--- config.mk ---
export PLATFORM = sky130hd
export DESIGN_NAME = hex_dump_line_formatter
export DESIGN_NICKNAME = d
export VERILOG_FILES = /design/src/rtl/core/hdlf_pkg.sv /design/src/rtl/core/hdlf_front.sv /design/src/rtl/core/hdlf_queue.sv /design/src/rtl/core/hdlf_back.sv /design/src/rtl/core/hex_dump_line_formatter.sv
export SDC_FILE = /design/constraint.sdc
export NUM_CORES = 1
export LEC_CHECK = 0
export ABC_CLOCK_PERIOD_IN_PS = 3350
export BUFFER_PORTS_ARGS = -buffer_cell sky130_fd_sc_hd__buf_2
export CORE_MARGIN = 8
export CORE_UTILIZATION = 45
export CTS_CLUSTER_DIAMETER = 120
export CTS_CLUSTER_SIZE = 20
export DETAILED_ROUTE_END_ITERATION = 16
export PLACE_DENSITY = 0.66
export SYNTH_ARGS = -nofsm -noshare
export SYNTH_HDL_FRONTEND = slang
export SYNTH_SLANG_ARGS = --single-unit
--- constraint.sdc ---
create_clock -name clk -period 3.35 [get_ports clk]
set_input_delay 0.335 -clock clk [delete_from_list [all_inputs] [get_ports clk]]
set_output_delay 0.335 -clock clk [all_outputs]
set_load 0.02 [all_outputs]
--- src/rtl/core/hdlf_pkg.sv ---
// Package for the hex dump line formatter.
// Holds the shared item descriptor type, register index codes and the hex digit helper.
// Used by all modules in rtl/core; depends on nothing.
package hdlf_pkg;

    // Configuration register index codes.
    localparam logic [2:0] REG_BYTES_PER_LINE   = 3'd0;
    localparam logic [2:0] REG_PREFIX_CHARS     = 3'd1;
    localparam logic [2:0] REG_PREFIX_LENGTH    = 3'd2;
    localparam logic [2:0] REG_DELIMITER_CHARS  = 3'd3;
    localparam logic [2:0] REG_DELIMITER_LENGTH = 3'd4;

    // Fixed character constants.
    localparam logic [7:0] CHAR_NEWLINE = 8'h0A;

    // Descriptor queue between the front and back parts.
    localparam int QUEUE_DEPTH = 2;
    localparam int QUEUE_PTR_W = (QUEUE_DEPTH > 1) ? $clog2(QUEUE_DEPTH) : 1;
    localparam int QUEUE_CNT_W = $clog2(QUEUE_DEPTH + 1);

    // Classified input byte, as handed from the front part to the back part.
    typedef struct packed {
        logic [7:0] data;
        logic       is_final;
        logic       line_break;
        logic [3:0] tail_count;   // characters after the two hex digits
    } item_desc_t;

    // Upper-case ASCII hex digit for one nibble.
    function automatic logic [7:0] hex_char(input logic [3:0] nibble);
        logic [7:0] ch;
        if (nibble < 4'd10)
        begin
            ch = 8'h30 + {4'd0, nibble};
        end
        else
        begin
            ch = 8'h37 + {4'd0, nibble};
        end
        return ch;
    endfunction

endpackage

--- src/rtl/core/hdlf_front.sv ---
// Front part of the hex dump line formatter: accepts byte transactions,
// keeps the line position and classifies each byte as line break or delimiter.
// Depends on hdlf_pkg.
module hdlf_front #(
    parameter int PREFIX_MAX    = 8,
    parameter int DELIMITER_MAX = 4
) (
    input  logic                     clk,
    input  logic                     rst_n,
    input  logic                     byte_valid,
    output logic                     byte_stall,
    input  logic [7:0]               data_byte,
    input  logic                     final_byte,
    input  logic [15:0]              bytes_per_line,
    input  logic [3:0]               prefix_length,
    input  logic [2:0]               delim_len,
    input  logic                     queue_full,
    output logic                     push,
    output hdlf_pkg::item_desc_t     push_desc
);

    logic [15:0] line_position_reg;
    logic [15:0] line_position_next;
    logic [15:0] next_position;
    logic        line_break;
    logic [3:0]  prefix_count;
    logic [3:0]  delimiter_count;

    // Accept whenever the queue has room.
    assign byte_stall = queue_full;
    assign push       = byte_valid && !queue_full;

    // Line break decision; zero bytes per line means a break on counter wrap.
    assign next_position = line_position_reg + 16'd1;
    always_comb
    begin
        if (bytes_per_line == 16'd0)
        begin
            line_break = (next_position == 16'd0);
        end
        else
        begin
            line_break = (next_position >= bytes_per_line);
        end
    end

    // Saturate the configured lengths to their maxima.
    always_comb
    begin
        if (prefix_length > 4'(PREFIX_MAX))
        begin
            prefix_count = 4'(PREFIX_MAX);
        end
        else
        begin
            prefix_count = prefix_length;
        end
        if ({1'b0, delim_len} > 4'(DELIMITER_MAX))
        begin
            delimiter_count = 4'(DELIMITER_MAX);
        end
        else
        begin
            delimiter_count = {1'b0, delim_len};
        end
    end

    // Build the descriptor for the back part.
    always_comb
    begin
        push_desc.data       = data_byte;
        push_desc.is_final   = final_byte;
        push_desc.line_break = line_break && !final_byte;
        if (final_byte)
        begin
            push_desc.tail_count = 4'd0;
        end
        else if (line_break)
        begin
            push_desc.tail_count = prefix_count + 4'd1;
        end
        else
        begin
            push_desc.tail_count = delimiter_count;
        end
    end

    // Line position update on each accepted transaction.
    always_comb
    begin
        line_position_next = line_position_reg;
        if (push)
        begin
            if (final_byte || line_break)
            begin
                line_position_next = 16'd0;
            end
            else
            begin
                line_position_next = next_position;
            end
        end
    end

    always_ff @(posedge clk or negedge rst_n)
    begin
        if (!rst_n)
        begin
            line_position_reg <= 16'd0;
        end
        else
        begin
            line_position_reg <= line_position_next;
        end
    end

endmodule

--- src/rtl/core/hdlf_queue.sv ---
// Short descriptor queue between the front and back parts of the formatter.
// Register based FIFO of hdlf_pkg::item_desc_t entries.
// Depends on hdlf_pkg.
module hdlf_queue (
    input  logic                  clk,
    input  logic                  rst_n,
    input  logic                  push,
    input  hdlf_pkg::item_desc_t  push_desc,
    output logic                  full,
    input  logic                  pop,
    output logic                  head_valid,
    output hdlf_pkg::item_desc_t  head_desc
);

    localparam int DEPTH = hdlf_pkg::QUEUE_DEPTH;
    localparam int PTR_W = hdlf_pkg::QUEUE_PTR_W;
    localparam int CNT_W = hdlf_pkg::QUEUE_CNT_W;

    hdlf_pkg::item_desc_t entry_reg [DEPTH];
    logic [PTR_W-1:0] wr_ptr_reg;
    logic [PTR_W-1:0] wr_ptr_next;
    logic [PTR_W-1:0] rd_ptr_reg;
    logic [PTR_W-1:0] rd_ptr_next;
    logic [CNT_W-1:0] count_reg;
    logic [CNT_W-1:0] count_next;

    assign full       = (count_reg == CNT_W'(DEPTH));
    assign head_valid = (count_reg != '0);
    assign head_desc  = entry_reg[rd_ptr_reg];

    // Pointer and fill count update.
    always_comb
    begin
        wr_ptr_next = wr_ptr_reg;
        rd_ptr_next = rd_ptr_reg;
        count_next  = count_reg;
        if (push)
        begin
            wr_ptr_next = (wr_ptr_reg == PTR_W'(DEPTH - 1)) ? '0 : wr_ptr_reg + PTR_W'(1);
        end
        if (pop)
        begin
            rd_ptr_next = (rd_ptr_reg == PTR_W'(DEPTH - 1)) ? '0 : rd_ptr_reg + PTR_W'(1);
        end
        if (push && !pop)
        begin
            count_next = count_reg + CNT_W'(1);
        end
        else if (pop && !push)
        begin
            count_next = count_reg - CNT_W'(1);
        end
    end

    always_ff @(posedge clk or negedge rst_n)
    begin
        if (!rst_n)
        begin
            wr_ptr_reg <= '0;
            rd_ptr_reg <= '0;
            count_reg  <= '0;
        end
        else
        begin
            wr_ptr_reg <= wr_ptr_next;
            rd_ptr_reg <= rd_ptr_next;
            count_reg  <= count_next;
        end
    end

    // Entry storage needs no reset.
    always_ff @(posedge clk)
    begin
        if (push)
        begin
            entry_reg[wr_ptr_reg] <= push_desc;
        end
    end

endmodule

--- src/rtl/core/hdlf_back.sv ---
// Back part of the hex dump line formatter: expands one queued descriptor
// into characters through a registered output stage, one per cycle while
// char_stall is low. Depends on hdlf_pkg.
module hdlf_back #(
    parameter int PREFIX_BYTES    = 8,
    parameter int DELIMITER_BYTES = 4
) (
    input  logic                         clk,
    input  logic                         rst_n,
    input  logic                         head_valid,
    input  hdlf_pkg::item_desc_t         head_desc,
    output logic                         pop,
    input  logic [8*PREFIX_BYTES-1:0]    prefix_chars,
    input  logic [8*DELIMITER_BYTES-1:0] delimiter_chars,
    output logic                         char_valid,
    input  logic                         char_stall,
    output logic [7:0]                   text_char,
    output logic                         run_end,
    output logic                         message_end
);

    logic [3:0] char_idx_reg;
    logic [3:0] char_idx_next;
    logic       out_valid_reg;
    logic       out_valid_next;
    logic [7:0] text_char_reg;
    logic       run_end_reg;
    logic       message_end_reg;
    logic       load;
    logic       last_char;
    logic [3:0] tail_idx;
    logic [3:0] prefix_idx;
    logic [7:0] prefix_byte;
    logic [7:0] delimiter_byte;
    logic [7:0] char_sel;

    // Output stage loads from a valid queue head whenever it is empty or being drained.
    assign load      = head_valid && (!out_valid_reg || !char_stall);
    assign last_char = (char_idx_reg == (head_desc.tail_count + 4'd1));
    assign pop       = load && last_char;

    assign tail_idx   = char_idx_reg - 4'd2;
    assign prefix_idx = char_idx_reg - 4'd3;

    // Prefix and delimiter character lookup.
    always_comb
    begin
        prefix_byte    = 8'd0;
        delimiter_byte = 8'd0;
        for (int k = 0; k < PREFIX_BYTES; k++)
        begin
            if (prefix_idx == 4'(k))
            begin
                prefix_byte = prefix_chars[8*k +: 8];
            end
        end
        for (int k = 0; k < DELIMITER_BYTES; k++)
        begin
            if (tail_idx == 4'(k))
            begin
                delimiter_byte = delimiter_chars[8*k +: 8];
            end
        end
    end

    // Character selection by position within the run.
    always_comb
    begin
        if (char_idx_reg == 4'd0)
        begin
            char_sel = hdlf_pkg::hex_char(head_desc.data[7:4]);
        end
        else if (char_idx_reg == 4'd1)
        begin
            char_sel = hdlf_pkg::hex_char(head_desc.data[3:0]);
        end
        else if (head_desc.line_break)
        begin
            char_sel = (char_idx_reg == 4'd2) ? hdlf_pkg::CHAR_NEWLINE : prefix_byte;
        end
        else
        begin
            char_sel = delimiter_byte;
        end
    end

    // Character counter and output valid.
    always_comb
    begin
        char_idx_next  = char_idx_reg;
        out_valid_next = out_valid_reg;
        if (load)
        begin
            char_idx_next  = last_char ? 4'd0 : char_idx_reg + 4'd1;
            out_valid_next = 1'b1;
        end
        else if (!char_stall)
        begin
            out_valid_next = 1'b0;
        end
    end

    always_ff @(posedge clk or negedge rst_n)
    begin
        if (!rst_n)
        begin
            char_idx_reg  <= 4'd0;
            out_valid_reg <= 1'b0;
        end
        else
        begin
            char_idx_reg  <= char_idx_next;
            out_valid_reg <= out_valid_next;
        end
    end

    // Output payload registers.
    always_ff @(posedge clk)
    begin
        if (load)
        begin
            text_char_reg   <= char_sel;
            run_end_reg     <= last_char;
            message_end_reg <= head_desc.is_final && (char_idx_reg == 4'd1);
        end
    end

    assign char_valid  = out_valid_reg;
    assign text_char   = text_char_reg;
    assign run_end     = run_end_reg;
    assign message_end = message_end_reg;

endmodule

--- src/rtl/core/hex_dump_line_formatter.sv ---
// Hex dump line formatter. Each accepted byte transaction produces two upper-case hex
// characters, then either a newline plus the line prefix (when the byte fills a line),
// the delimiter, or nothing for the final byte of a message; run_end marks the last
// character of each byte and message_end the last character of the message. The output
// carries one character per cycle while char_stall is low. A byte gives 2 characters
// when final, 2 + delimiter length within a line and 3 + prefix_length at a line break
// (lengths saturated to DELIMITER_MAX and PREFIX_MAX). A byte transaction is taken in
// any cycle in which the two-entry descriptor queue has room, independent of output
// stalls. The user must write configuration registers only while the block is idle; the
// block does not enforce it. Depends on hdlf_pkg, hdlf_front, hdlf_queue and hdlf_back.
module hex_dump_line_formatter #(
    parameter int PREFIX_MAX    = 8,
    parameter int DELIMITER_MAX = 4
) (
    input  logic        clk,
    input  logic        rst_n,
    input  logic        cfg_write_en,
    input  logic [2:0]  cfg_index,
    input  logic [63:0] cfg_data,
    input  logic        byte_valid,
    output logic        byte_stall,
    input  logic [7:0]  data_byte,
    input  logic        final_byte,
    output logic        char_valid,
    input  logic        char_stall,
    output logic [7:0]  text_char,
    output logic        run_end,
    output logic        message_end
);

    // Only delimiter characters that can be emitted and that exist are stored.
    localparam int DELIMITER_BYTES = (DELIMITER_MAX < 4) ? DELIMITER_MAX : 4;
    localparam int PREFIX_BITS     = 8 * PREFIX_MAX;
    localparam int DELIMITER_BITS  = 8 * DELIMITER_BYTES;

    logic [15:0]               bytes_per_line_reg;
    logic [PREFIX_BITS-1:0]    prefix_chars_reg;
    logic [3:0]                prefix_length_reg;
    logic [DELIMITER_BITS-1:0] delimiter_chars_reg;
    logic [2:0]                delim_len_reg;

    logic                      push;
    hdlf_pkg::item_desc_t      push_desc;
    logic                      queue_full;
    logic                      pop;
    logic                      head_valid;
    hdlf_pkg::item_desc_t      head_desc;

    // Configuration registers; unused indexes are ignored.
    always_ff @(posedge clk or negedge rst_n)
    begin
        if (!rst_n)
        begin
            bytes_per_line_reg   <= 16'd16;
            prefix_chars_reg     <= '0;
            prefix_length_reg    <= 4'd0;
            delimiter_chars_reg  <= DELIMITER_BITS'(32'h20);
            delim_len_reg        <= 3'd1;
        end
        else if (cfg_write_en)
        begin
            unique case (cfg_index)
                hdlf_pkg::REG_BYTES_PER_LINE:
                begin
                    bytes_per_line_reg <= cfg_data[15:0];
                end
                hdlf_pkg::REG_PREFIX_CHARS:
                begin
                    prefix_chars_reg <= cfg_data[PREFIX_BITS-1:0];
                end
                hdlf_pkg::REG_PREFIX_LENGTH:
                begin
                    prefix_length_reg <= cfg_data[3:0];
                end
                hdlf_pkg::REG_DELIMITER_CHARS:
                begin
                    delimiter_chars_reg <= cfg_data[DELIMITER_BITS-1:0];
                end
                hdlf_pkg::REG_DELIMITER_LENGTH:
                begin
                    delim_len_reg <= cfg_data[2:0];
                end
                default:
                begin
                end
            endcase
        end
    end

    // Front part: accept and classify.
    hdlf_front #(
        .PREFIX_MAX    (PREFIX_MAX),
        .DELIMITER_MAX (DELIMITER_MAX)
    ) u_front (
        .clk              (clk),
        .rst_n            (rst_n),
        .byte_valid       (byte_valid),
        .byte_stall       (byte_stall),
        .data_byte        (data_byte),
        .final_byte       (final_byte),
        .bytes_per_line   (bytes_per_line_reg),
        .prefix_length    (prefix_length_reg),
        .delim_len        (delim_len_reg),
        .queue_full       (queue_full),
        .push             (push),
        .push_desc        (push_desc)
    );

    // Descriptor queue.
    hdlf_queue u_queue (
        .clk        (clk),
        .rst_n      (rst_n),
        .push       (push),
        .push_desc  (push_desc),
        .full       (queue_full),
        .pop        (pop),
        .head_valid (head_valid),
        .head_desc  (head_desc)
    );

    // Back part: character generation.
    hdlf_back #(
        .PREFIX_BYTES    (PREFIX_MAX),
        .DELIMITER_BYTES (DELIMITER_BYTES)
    ) u_back (
        .clk             (clk),
        .rst_n           (rst_n),
        .head_valid      (head_valid),
        .head_desc       (head_desc),
        .pop             (pop),
        .prefix_chars    (prefix_chars_reg),
        .delimiter_chars (delimiter_chars_reg),
        .char_valid      (char_valid),
        .char_stall      (char_stall),
        .text_char       (text_char),
        .run_end         (run_end),
        .message_end     (message_end)
    );

endmodule

==> run_results.csv, run 1 <==
group,metric,value,unit
logic_synthesis,synthCells,809,
final_layout,final_util,55.2,%
cts,clock_path_buffers,2,
timing,tightest_slew,993,ps
global_route,grt_first_pass_wirelength,36.7,mm
power,powerDensity,727,nW/um^2
critical_path,slowest_delay,530,ps
logic_synthesis,synth_area_leaders,"dfrtp_1 (38%), mux2_2 (13%), edfxtp_1 (12%)",
global_route,grt_max_degree,76,
timing,finalSetupViolCount,4,
drt,vias,6807,
critical_path,start_kind,"flop",
place,port_buffers,92,
drt,wl_per_cell,18.6,microns
global_route,grt_overflow_total,0,
place,gp_congestion,0.858,
drt,detail-route-antenna-nets,0,
final_layout,largest_reg_flops,64,
power,pwr-share-clk,24.5,%
logic_synthesis,yosysUniqueCellTypes,67,
drt,via_per_inst,5.55,
logic_synthesis,synth-seq-cells,182,
die,die_area,25300,sq um
power,leakage,4.86,nW
place,dp_hpwl,16.9,mm
drt,remaining_drc_errors,0,
logic_synthesis,ys_warn_count,0,
timing,min_period,3360,ps
die,fp.dieW,159,microns
final_layout,fin_area,11100,sq um
final_layout,finalNetCount,1058,
cts,clk_root_buffer_cell,"clkbuf_16",
cts,htreeDepth,4,
run_status,status,"finished with violations",
global_route,grt_pass1_vias,6911,
logic_synthesis,synthTopCellsByCount,"dfrtp_1 (141), mux2_2 (110), nand2_1 (74)",
power,p_int,0.00527,W
die,core-area,20200,sq um
critical_path,path_class,"flop to flop",
logic_synthesis,synth_top_flop_cell,"dfrtp_1",
logic_synthesis,ys_seq_area_share,51.5,%
die,die_h,159,microns
logic_synthesis,yosysMostFrequentCell,"dfrtp_1",
power,ir_worst_vdd,0.420,mV
logic_synthesis,ys_async_sr_fraction,79.1,%
critical_path,critPathLaunch,"u_front.line_position_reg[1]",
timing,period_share,100,%
critical_path,path_cells,"ha_4, nand3_2, buf_6, buf_4, nor3_2, nand2_1, xnor2_2, ha_1, nand4_1, a21oi_1, or4_4, o21ai_4, nor2_2, or3b_1, a21oi_2",
critical_path,r2r-start,"u_front.line_position_reg[1]",
die,io_pins,93,
logic_synthesis,post-synth-top-area-fraction,38.3,%
logic_synthesis,synth_edf_count,38,
power,p_seq_share,39.0,%
timing,hold_viol_final,0,
critical_path,worstSetupEndpointType,"flop",
logic_synthesis,yosys.area.top_type,"dfrtp_1",
hold_path,hold_path_class,"primary input to flop",
timing,rsz0062_at_grt,"true",
final_layout,antenna_cells,0,
power,switchingPower,0.00283,W
power,pwr-share-comb,36.5,%
timing,setup_ws,-10.1,ps
global_route,antenna_found_initial,0,
cts,clk_latency,430,ps
cts,cts_buffers,17,
place,placed_cells,1188,
die,num_rows,52,
final_layout,synthToLayoutAreaGrowth,20.8,%
cts,clock_sinks,182,
logic_synthesis,syn_nets,921,
drt,drt_iter0_markers,408,
critical_path,worst-path-max-fanout,7,
timing,finalMaxSlewViolations,0,
hold_path,min-delay-start,"data_byte[0]",
cts,cts_tree,"done",
logic_synthesis,syn-cell-area,9220,sq um
final_layout,drive_gt1_share,35.2,%
place,placedInstanceArea,10400,sq um
drt,wirelength,22.8,mm
timing,fmax,298,MHz
logic_synthesis,avgSynthCellArea,11.4,sq um
critical_path,critPathSlowestCell,"or4_4",
die,start_util,45.7,%
flow_run,drv_cap,0,
timing,skew,13.2,ps
power,p_sw_share,34.9,%
timing,slew-limit-headroom,33.2,%
critical_path,arrival,3640,ps
cts,clk_pin_slew,70,ps
critical_path,crit_required,3630,ps
global_route,grtUsageTotal,18.0,%
final_layout,fin_cells,1227,
run_status,violations,"setup timing",
drt,firstDrtPassIters,6,
-- worst max-delay path, delay by kind of cell (launching register included) --
kind	cells	cell delay (ps)
AO/OA/AOI/OAI	3	440
XOR/XNOR	1	160
adder cells (fa/ha/maj)	2	440
buffers and inverters	2	290
flip-flops	1	410
AND/OR/NAND/NOR	7	1440
-- layout by cell type (no fill, tap or decap), types with 4 or more instances in the layout --
cell and n:
a222oi_1 15, xor2_1 11, nor4_1 8, and2_1 4
edfxtp_1 38, buf_6 6, a211oi_1 5, clkbuf_16 18
a31oi_1 5, o21a_1 5, mux2_2 110, mux2i_1 13
a221oi_1 7, ha_1 30, nand4_1 4, o21ai_1 8
dfrtp_1 140, nand2_1 74, nor2b_1 17, a22oi_1 5
a22o_1 8, a21oi_1 15, o22ai_1 7, xnor2_1 18
nand3_1 6, buf_2 91, o21ai_0 41, o31ai_1 9
nor2_1 37, inv_1 29, buf_4 65, nor3_1 21
nor4_4 4
-- logic make-up (layout without fill, tap and decap cells) --
family / count (synthesis) / in the layout / share of synthesized area, %
XOR/XNOR: 32 / 32 / 3.04
adder cells (fa/ha/maj): 31 / 31 / 4.21
AO/OA/AOI/OAI: 158 / 158 / 11.9
multiplexers: 123 / 123 / 14.9
flip-flops: 182 / 182 / 51.5
buffers and inverters: 75 / 223 / 3.31
AND/OR/NAND/NOR: 208 / 208 / 11.2
-- path summary, 6_finish.rpt --
kind                                           end  slack, ps  cells after the start
max                        u_queue.entry_reg[1][0]        -10                     15
min                        u_queue.entry_reg[0][6]        100                      1
max reg2reg                u_queue.entry_reg[1][0]        -10                     15
min reg2reg                      u_back.char_valid        480                      2
max in group asynchronous    bytes_per_line_reg[4]       1970                      3
min in group asynchronous     prefix_chars_reg[61]        490                      2
-- repair_timing --
action,CTS,global route
cloned,0,0
endpoints found under the setup margin,8,21
hold buffers,1,0
buffers inserted,1,7
hold endpoints to repair,70,0
pin swaps,2,5
resized for setup,4,25
-- stage by stage --
step / setup WS (ps) / setup TNS, ps / hold WS [ps] / power [W]
floorplan: 16.1 / 0 / 39.4 / 0.00510
global route: -175 / -1320 / 86.1 / 0.00856
finish: -10.1 / -39.7 / 100 / 0.00809
detailed placement: -70.7 / -241 / 404 / 0.00609
CTS: 3.65 / 0 / 82.8 / 0.00811
global placement: 13.6 / 0 / 400 / 0.00602
-- layout make-up --
class / count / area (sq um)
Sequential cell: 182 / 4750
Tap cell: 270 / 338
Clock inverter: 11 / 124
Clock buffer: 19 / 454
Fill cell: 1758 / 9040
Inverter: 29 / 109
Timing Repair Buffer: 164 / 1040
Multi-Input combinational cell: 552 / 4320
-- layer usage --
metal | track usage, % | share of wire, %
met5 | 0 | 0
met4 | 4.59 | 1.3
met1 | 23.6 | 45
met3 | 4.29 | 5.1
met2 | 29.4 | 49
-- power by group through the flow --
stage,clock [W],combinational [W],sequential [W]
finish,0.00198,0.00296,0.00316
detailed placement,0,0.00290,0.00319
global placement,0,0.00285,0.00318
CTS,0.00202,0.00293,0.00315
global route,0.00211,0.00323,0.00322
floorplan,0,0.00191,0.00319
No activity file was read; power rests on OpenSTA's default activity.
==> inputs of run 2 (changes only) <==
CORE_MARGIN = 5   (was 8)
PLACE_DENSITY = not set   (was 0.66)
PLACE_DENSITY_LB_ADDON = 0.15   (was not set)
==> run 2 against run 1 <==
  * Fmax rose by 1.1%
  * The run now ends clean
  * Wire length increased by 2.8%
  * Combinational power hardly changed
  * Worst hold slack worse by 9.2 ps
  * Largest cell class unchanged
  * Critical endpoint is now u_queue.entry_reg[1][1]
  * Setup slack improved by 35 ps
  * Critical path type unchanged
  * Critical path depth fell by 3
==> run_results.csv, run 2 (same netlist as run 1, synthesis figures left out) <==
group,metric,value,unit
timing,timing.hold.ws,90.8,ps
timing,fmax,301,MHz
timing,slew-limit-headroom,34.5,%
critical_path,start_kind,"flop",
critical_path,critPathSlowestCell,"or4_4",
final_layout,nFillCells,1777,
place,dp_hpwl,17.5,mm
global_route,met1_usage,26.5,%
critical_path,path_cells,"nand4_1, nor4_4, buf_4, xor2_1, ha_1, a211oi_2, nor2_1, or4_4, o21ai_4, nor2_2, or3b_1, a21oi_2",
timing,tns,0,ps
global_route,grt_overflow_total,0,
global_route,antenna_found_initial,0,
drt,firstDrtPassIters,7,
timing,tightest_slew,974,ps
drt,detail-route-antenna-nets,0,
final_layout,largest_reg_flops,64,
final_layout,synthToLayoutAreaGrowth,21.9,%
final_layout,multi_input_area,4360,sq um
timing,finalSetupViolCount,0,
timing,skew,9.15,ps
final_layout,antenna_cells,0,
global_route,grt_pass1_vias,7223,
power,p_int,0.00526,W
critical_path,worstSetupEndpointType,"flop",
power,leakage,4.85,nW
timing,rsz0062_at_grt,"true",
global_route,use_met3,3.68,%
drt,wl_per_cell,19.1,microns
drt,vias,6898,
cts,clk_root_buffer_cell,"clkbuf_16",
global_route,grtUsageTotal,20.1,%
drt,drt_iter0_markers,505,
critical_path,worst-path-max-fanout,3,
die,core-area,20200,sq um
global_route,use_met2,34.1,%
cts,cts_tree,"done",
place,gp_congestion,0.902,
die,fp.dieW,153,microns
place,pre_cts_slack,-133,ps
power,p_sw_share,36.0,%
final_layout,finalNetCount,1060,
timing,min_period,3330,ps
timing,finalMaxSlewViolations,0,
final_layout,regArea,4750,sq um
global_route,grt_max_degree,78,
die,die_h,153,microns
final_layout,layout_commonest_cell,"dfrtp_1",
die,die_area,23400,sq um
die,num_rows,52,
timing,period_share,99.3,%
die,start_util,45.7,%
final_layout,drive_gt1_share,36.3,%
die,io_pins,93,
final_layout,final_util,55.7,%
cts,clk_pin_slew,70,ps
timing,hold_viol_final,0,
cts,clk_latency,440,ps
power,ir_worst_vdd,0.428,mV
critical_path,crit_required,3640,ps
critical_path,slowest_delay,490,ps
hold_path,hold_path_class,"primary input to flop",
flow_run,drv_cap,0,
critical_path,arrival,3610,ps
place,port_buffers,92,
cts,clock_sinks,182,
power,powerDensity,732,nW/um^2
critical_path,path_class,"flop to flop",
drt,via_per_inst,5.60,
power,switchingPower,0.00296,W
cts,htreeDepth,4,
drt,wirelength,23.5,mm
run_status,status,"completed",
global_route,top_usage_layer,"met2",
power,pwr-share-comb,36.2,%
final_layout,final_cell_mix,"dfrtp_1 (140), mux2_2 (110), buf_2 (91), nand2_1 (74), buf_4 (64)",
cts,cts_buffers,17,
power,p_seq_share,38.6,%
timing,setup_ws,24.9,ps
cts,clock_path_buffers,2,
global_route,grt_first_pass_wirelength,37.8,mm
drt,remaining_drc_errors,0,
power,pwr-share-clk,25.2,%
## run 2: cell type report
| type | count | area share, % |
|---|---|---|
| Inverter | 29 | 0.969 |
| Timing Repair Buffer | 166 | 9.58 |
| Sequential cell | 182 | 42.3 |
| Clock inverter | 15 | 1.60 |
| Multi-Input combinational cell | 552 | 38.8 |
| Tap cell | 270 | 3.01 |
| Clock buffer | 17 | 3.79 |
## run 2: what timing repair did
action	CTS	global route
setup endpoints to repair	21	25
pin swaps	4	14
hold buffers	1	0
resized for setup	10	28
buffers inserted	1	6
hold endpoints to repair	74	0
## run 2: stage by stage
step | total power (W) | instance area [sq um] | instances
5_1_grt | 0.00872 | 11200 | 1231
3_3_place_gp | 0.00603 | 10400 | 1191
6_report | 0.00822 | 11200 | 1231
2_1_floorplan | 0.00510 | 9270 | 809
3_5_place_dp | 0.00613 | 10400 | 1191
4_1_cts | 0.00824 | 11100 | 1225
## run 2: final timing paths
kind                            slack, ps                 endpoint  cells after the start                    startpoint
worst max register to register         20  u_queue.entry_reg[1][1]                     12  u_front.line_position_reg[8]
worst min register to register        480        u_back.char_valid                      2             u_back.char_valid
worst min-delay path                   90  u_queue.entry_reg[0][9]                      1                  data_byte[3]
min in group asynchronous             510     prefix_chars_reg[44]                      2                         rst_n
worst max-delay path                   20  u_queue.entry_reg[1][1]                     12  u_front.line_position_reg[8]
max in group asynchronous            1910   delimiter_chars_reg[5]                      3                         rst_n
## run 2: worst max-delay path: cells and delay by family (launching register included)
family | cells | cell delay (ps)
AND/OR/NAND/NOR | 6 | 1550
AO/OA/AOI/OAI | 3 | 600
flip-flops | 1 | 420
adder cells (fa/ha/maj) | 1 | 280
XOR/XNOR | 1 | 160
buffers and inverters | 1 | 160
## run 2: power by group through the flow
| stage | sequential, W | combinational (W) | clock, W |
|---|---|---|---|
| 6_report | 0.00317 | 0.00297 | 0.00207 |
| 5_1_grt | 0.00322 | 0.00328 | 0.00221 |
| 4_1_cts | 0.00317 | 0.00296 | 0.00212 |
| 3_5_place_dp | 0.00321 | 0.00292 | 0 |
| 3_3_place_gp | 0.00318 | 0.00285 | 0 |
| 2_1_floorplan | 0.00319 | 0.00191 | 0 |
## run 2: metal layers
| metal | vias to the layer above | wire length [microns] |
|---|---|---|
| met1 | 3458 | 10200 |
| met3 | 26 | 1050 |
| met2 | 169 | 11900 |
| li1 | 3245 | - |
| met4 | 0 | 360 |
| met5 | - | 0 |
==> inputs of run 3 (changes only) <==
SETUP_SLACK_MARGIN = 0.4   (was not set)
==> run 3 against run 2 <==
  * Register-to-register slack better by 40 ps
  * Cell count is 0.41% lower
  * Core utilization is 0.24 points higher
  * Global-route usage is 0.30 points higher
  * Critical endpoint is now u_queue.entry_reg[1][0]
  * Highest routed layer unchanged
==> run_results.csv, run 3 (same netlist as run 1, synthesis figures left out) <==
group,metric,value,unit
power,powerDensity,726,nW/um^2
die,io_pins,93,
place,pre_cts_slack,-121,ps
place,dp_hpwl,17.5,mm
critical_path,crit_required,3630,ps
global_route,grtUsageTotal,20.4,%
timing,finalSetupViolCount,0,
power,leakage,4.87,nW
place,gp_congestion,0.890,
place,port_buffers,92,
drt,via_per_inst,5.59,
drt,detail-route-antenna-nets,0,
critical_path,worst-r2r-setup-slack,60,ps
cts,clock_path_buffers,2,
hold_path,hold_path_class,"primary input to async pin",
cts,clk_pin_slew,70,ps
timing,setup_ws,62.9,ps
die,num_rows,52,
cts,cts_hold_buf,0,
final_layout,regArea,4750,sq um
final_layout,layout_commonest_cell,"dfrtp_1",
power,p_sw_share,36.2,%
place,placed_cells,1179,
drt,vias,6857,
place,placedInstanceArea,10300,sq um
cts,htreeDepth,4,
cts,cts_buffers,17,
cts,clock_sinks,182,
power,pwr-share-clk,23.6,%
timing,fmax,304,MHz
global_route,grt_max_degree,99,
drt,remaining_drc_errors,0,
final_layout,largest_reg_flops,64,
power,ir_worst_vdd,0.359,mV
global_route,grt_pass1_vias,7299,
final_layout,final_cell_mix,"dfrtp_1 (137), mux2_2 (109), buf_2 (91), nand2_1 (73), buf_4 (60)",
die,fp.dieW,153,microns
timing,rsz0062_at_grt,"true",
cts,cts_tree,"done",
global_route,grt_first_pass_wirelength,38.5,mm
final_layout,nFillCells,1732,
cts,clk_latency,430,ps
timing,tns,0,ps
timing,slew-limit-headroom,38.2,%
drt,firstDrtPassIters,6,
cts,clk_root_buffer_cell,"clkbuf_16",
timing,finalMaxSlewViolations,0,
timing,skew,9.06,ps
run_status,status,"completed",
timing,period_share,98.1,%
drt,wl_per_cell,19.4,microns
timing,tightest_slew,927,ps
final_layout,multi_input_area,4510,sq um
final_layout,drive_gt1_share,39.0,%
global_route,antenna_found_initial,0,
drt,wirelength,23.8,mm
flow_run,drv_cap,0,
final_layout,fin_area,11300,sq um
final_layout,fin_cells,1226,
power,pwr-share-comb,37.4,%
critical_path,start_kind,"flop",
critical_path,path_class,"flop to flop",
critical_path,arrival,3560,ps
final_layout,finalNetCount,1055,
power,switchingPower,0.00296,W
power,p_seq_share,39.0,%
critical_path,worstSetupEndpointType,"flop",
die,core-area,20200,sq um
die,die_h,153,microns
die,die_area,23400,sq um
final_layout,antenna_cells,0,
global_route,grt_overflow_total,0,
critical_path,worst-path-max-fanout,6,
drt,drt_iter0_markers,378,
final_layout,synthToLayoutAreaGrowth,22.4,%
power,p_int,0.00523,W
timing,hold_viol_final,0,
die,start_util,45.7,%
timing,min_period,3290,ps
## run 3: critical path, cell delays in order, from the launching register on
cell and delay [ps]:
dfrtp_1 420, buf_6 120, nand4_1 100, buf_6 170, nor4_4 170, nand3_1 170, xnor2_2 230, ha_1 270
nand4_1 110, a21oi_2 50, or4_4 520, o21ai_4 230, nor2_4 70, or3b_1 370, a21oi_2 150
## run 3: path summary, 6_finish.rpt
kind / from / end / cells past startpoint
setup / recovery: u_front.line_position_reg[1] / u_queue.entry_reg[1][0] / 14
hold reg to reg: u_back.char_valid / u_back.char_valid / 2
setup reg to reg: u_front.line_position_reg[1] / u_queue.entry_reg[1][0] / 14
max in group asynchronous: rst_n / delimiter_chars_reg[28] / 2
hold / removal: rst_n / u_front.line_position_reg[8] / 1
min in group clk: data_byte[3] / u_queue.entry_reg[0][9] / 1
## run 3: repair_timing
action | 4_1_cts | 5_1_grt
cloned | 1 | 0
pin swaps | 18 | 9
setup buffers | 10 | 4
endpoints found under the setup margin | 31 | 33
resized for setup | 45 | 24
## run 3: layout make-up
cell class,count,area share [%]
sequential,182,42.1
multi-input combinational,553,39.9
timing repair buffer,160,8.93
clock buffer,21,4.28
tap,270,2.99
inverter,29,0.965
clock inverter,11,0.765
## run 3: power groups by stage
stage | Sequential [W] | Clock (W) | Combinational (W)
5_1_grt | 0.00325 | 0.00207 | 0.00335
4_1_cts | 0.00318 | 0.00197 | 0.00297
3_3_place_gp | 0.00318 | 0 | 0.00283
2_1_floorplan | 0.00319 | 0 | 0.00192
6_report | 0.00320 | 0.00193 | 0.00306
3_5_place_dp | 0.00321 | 0 | 0.00289
## run 3: stage by stage
step                util [%]  power, W  hold slack [ps]
global route            55.9   0.00868             84.1
CTS                     55.4   0.00812             52.2
finish                  55.9   0.00819             17.4
global placement        51.1   0.00602              465
detailed placement      51.1   0.00610              481
floorplan                  -   0.00511             39.4
## run 3: per-layer routing
layer / global-route usage, % / share of wire [%] / up-vias
li1: - / - / 3226
met1: 27.0 / 44 / 3440
met3: 4.21 / 4.6 / 29
met5: 0 / 0 / -
met4: 4.62 / 1.2 / 0
met2: 34.8 / 50 / 162
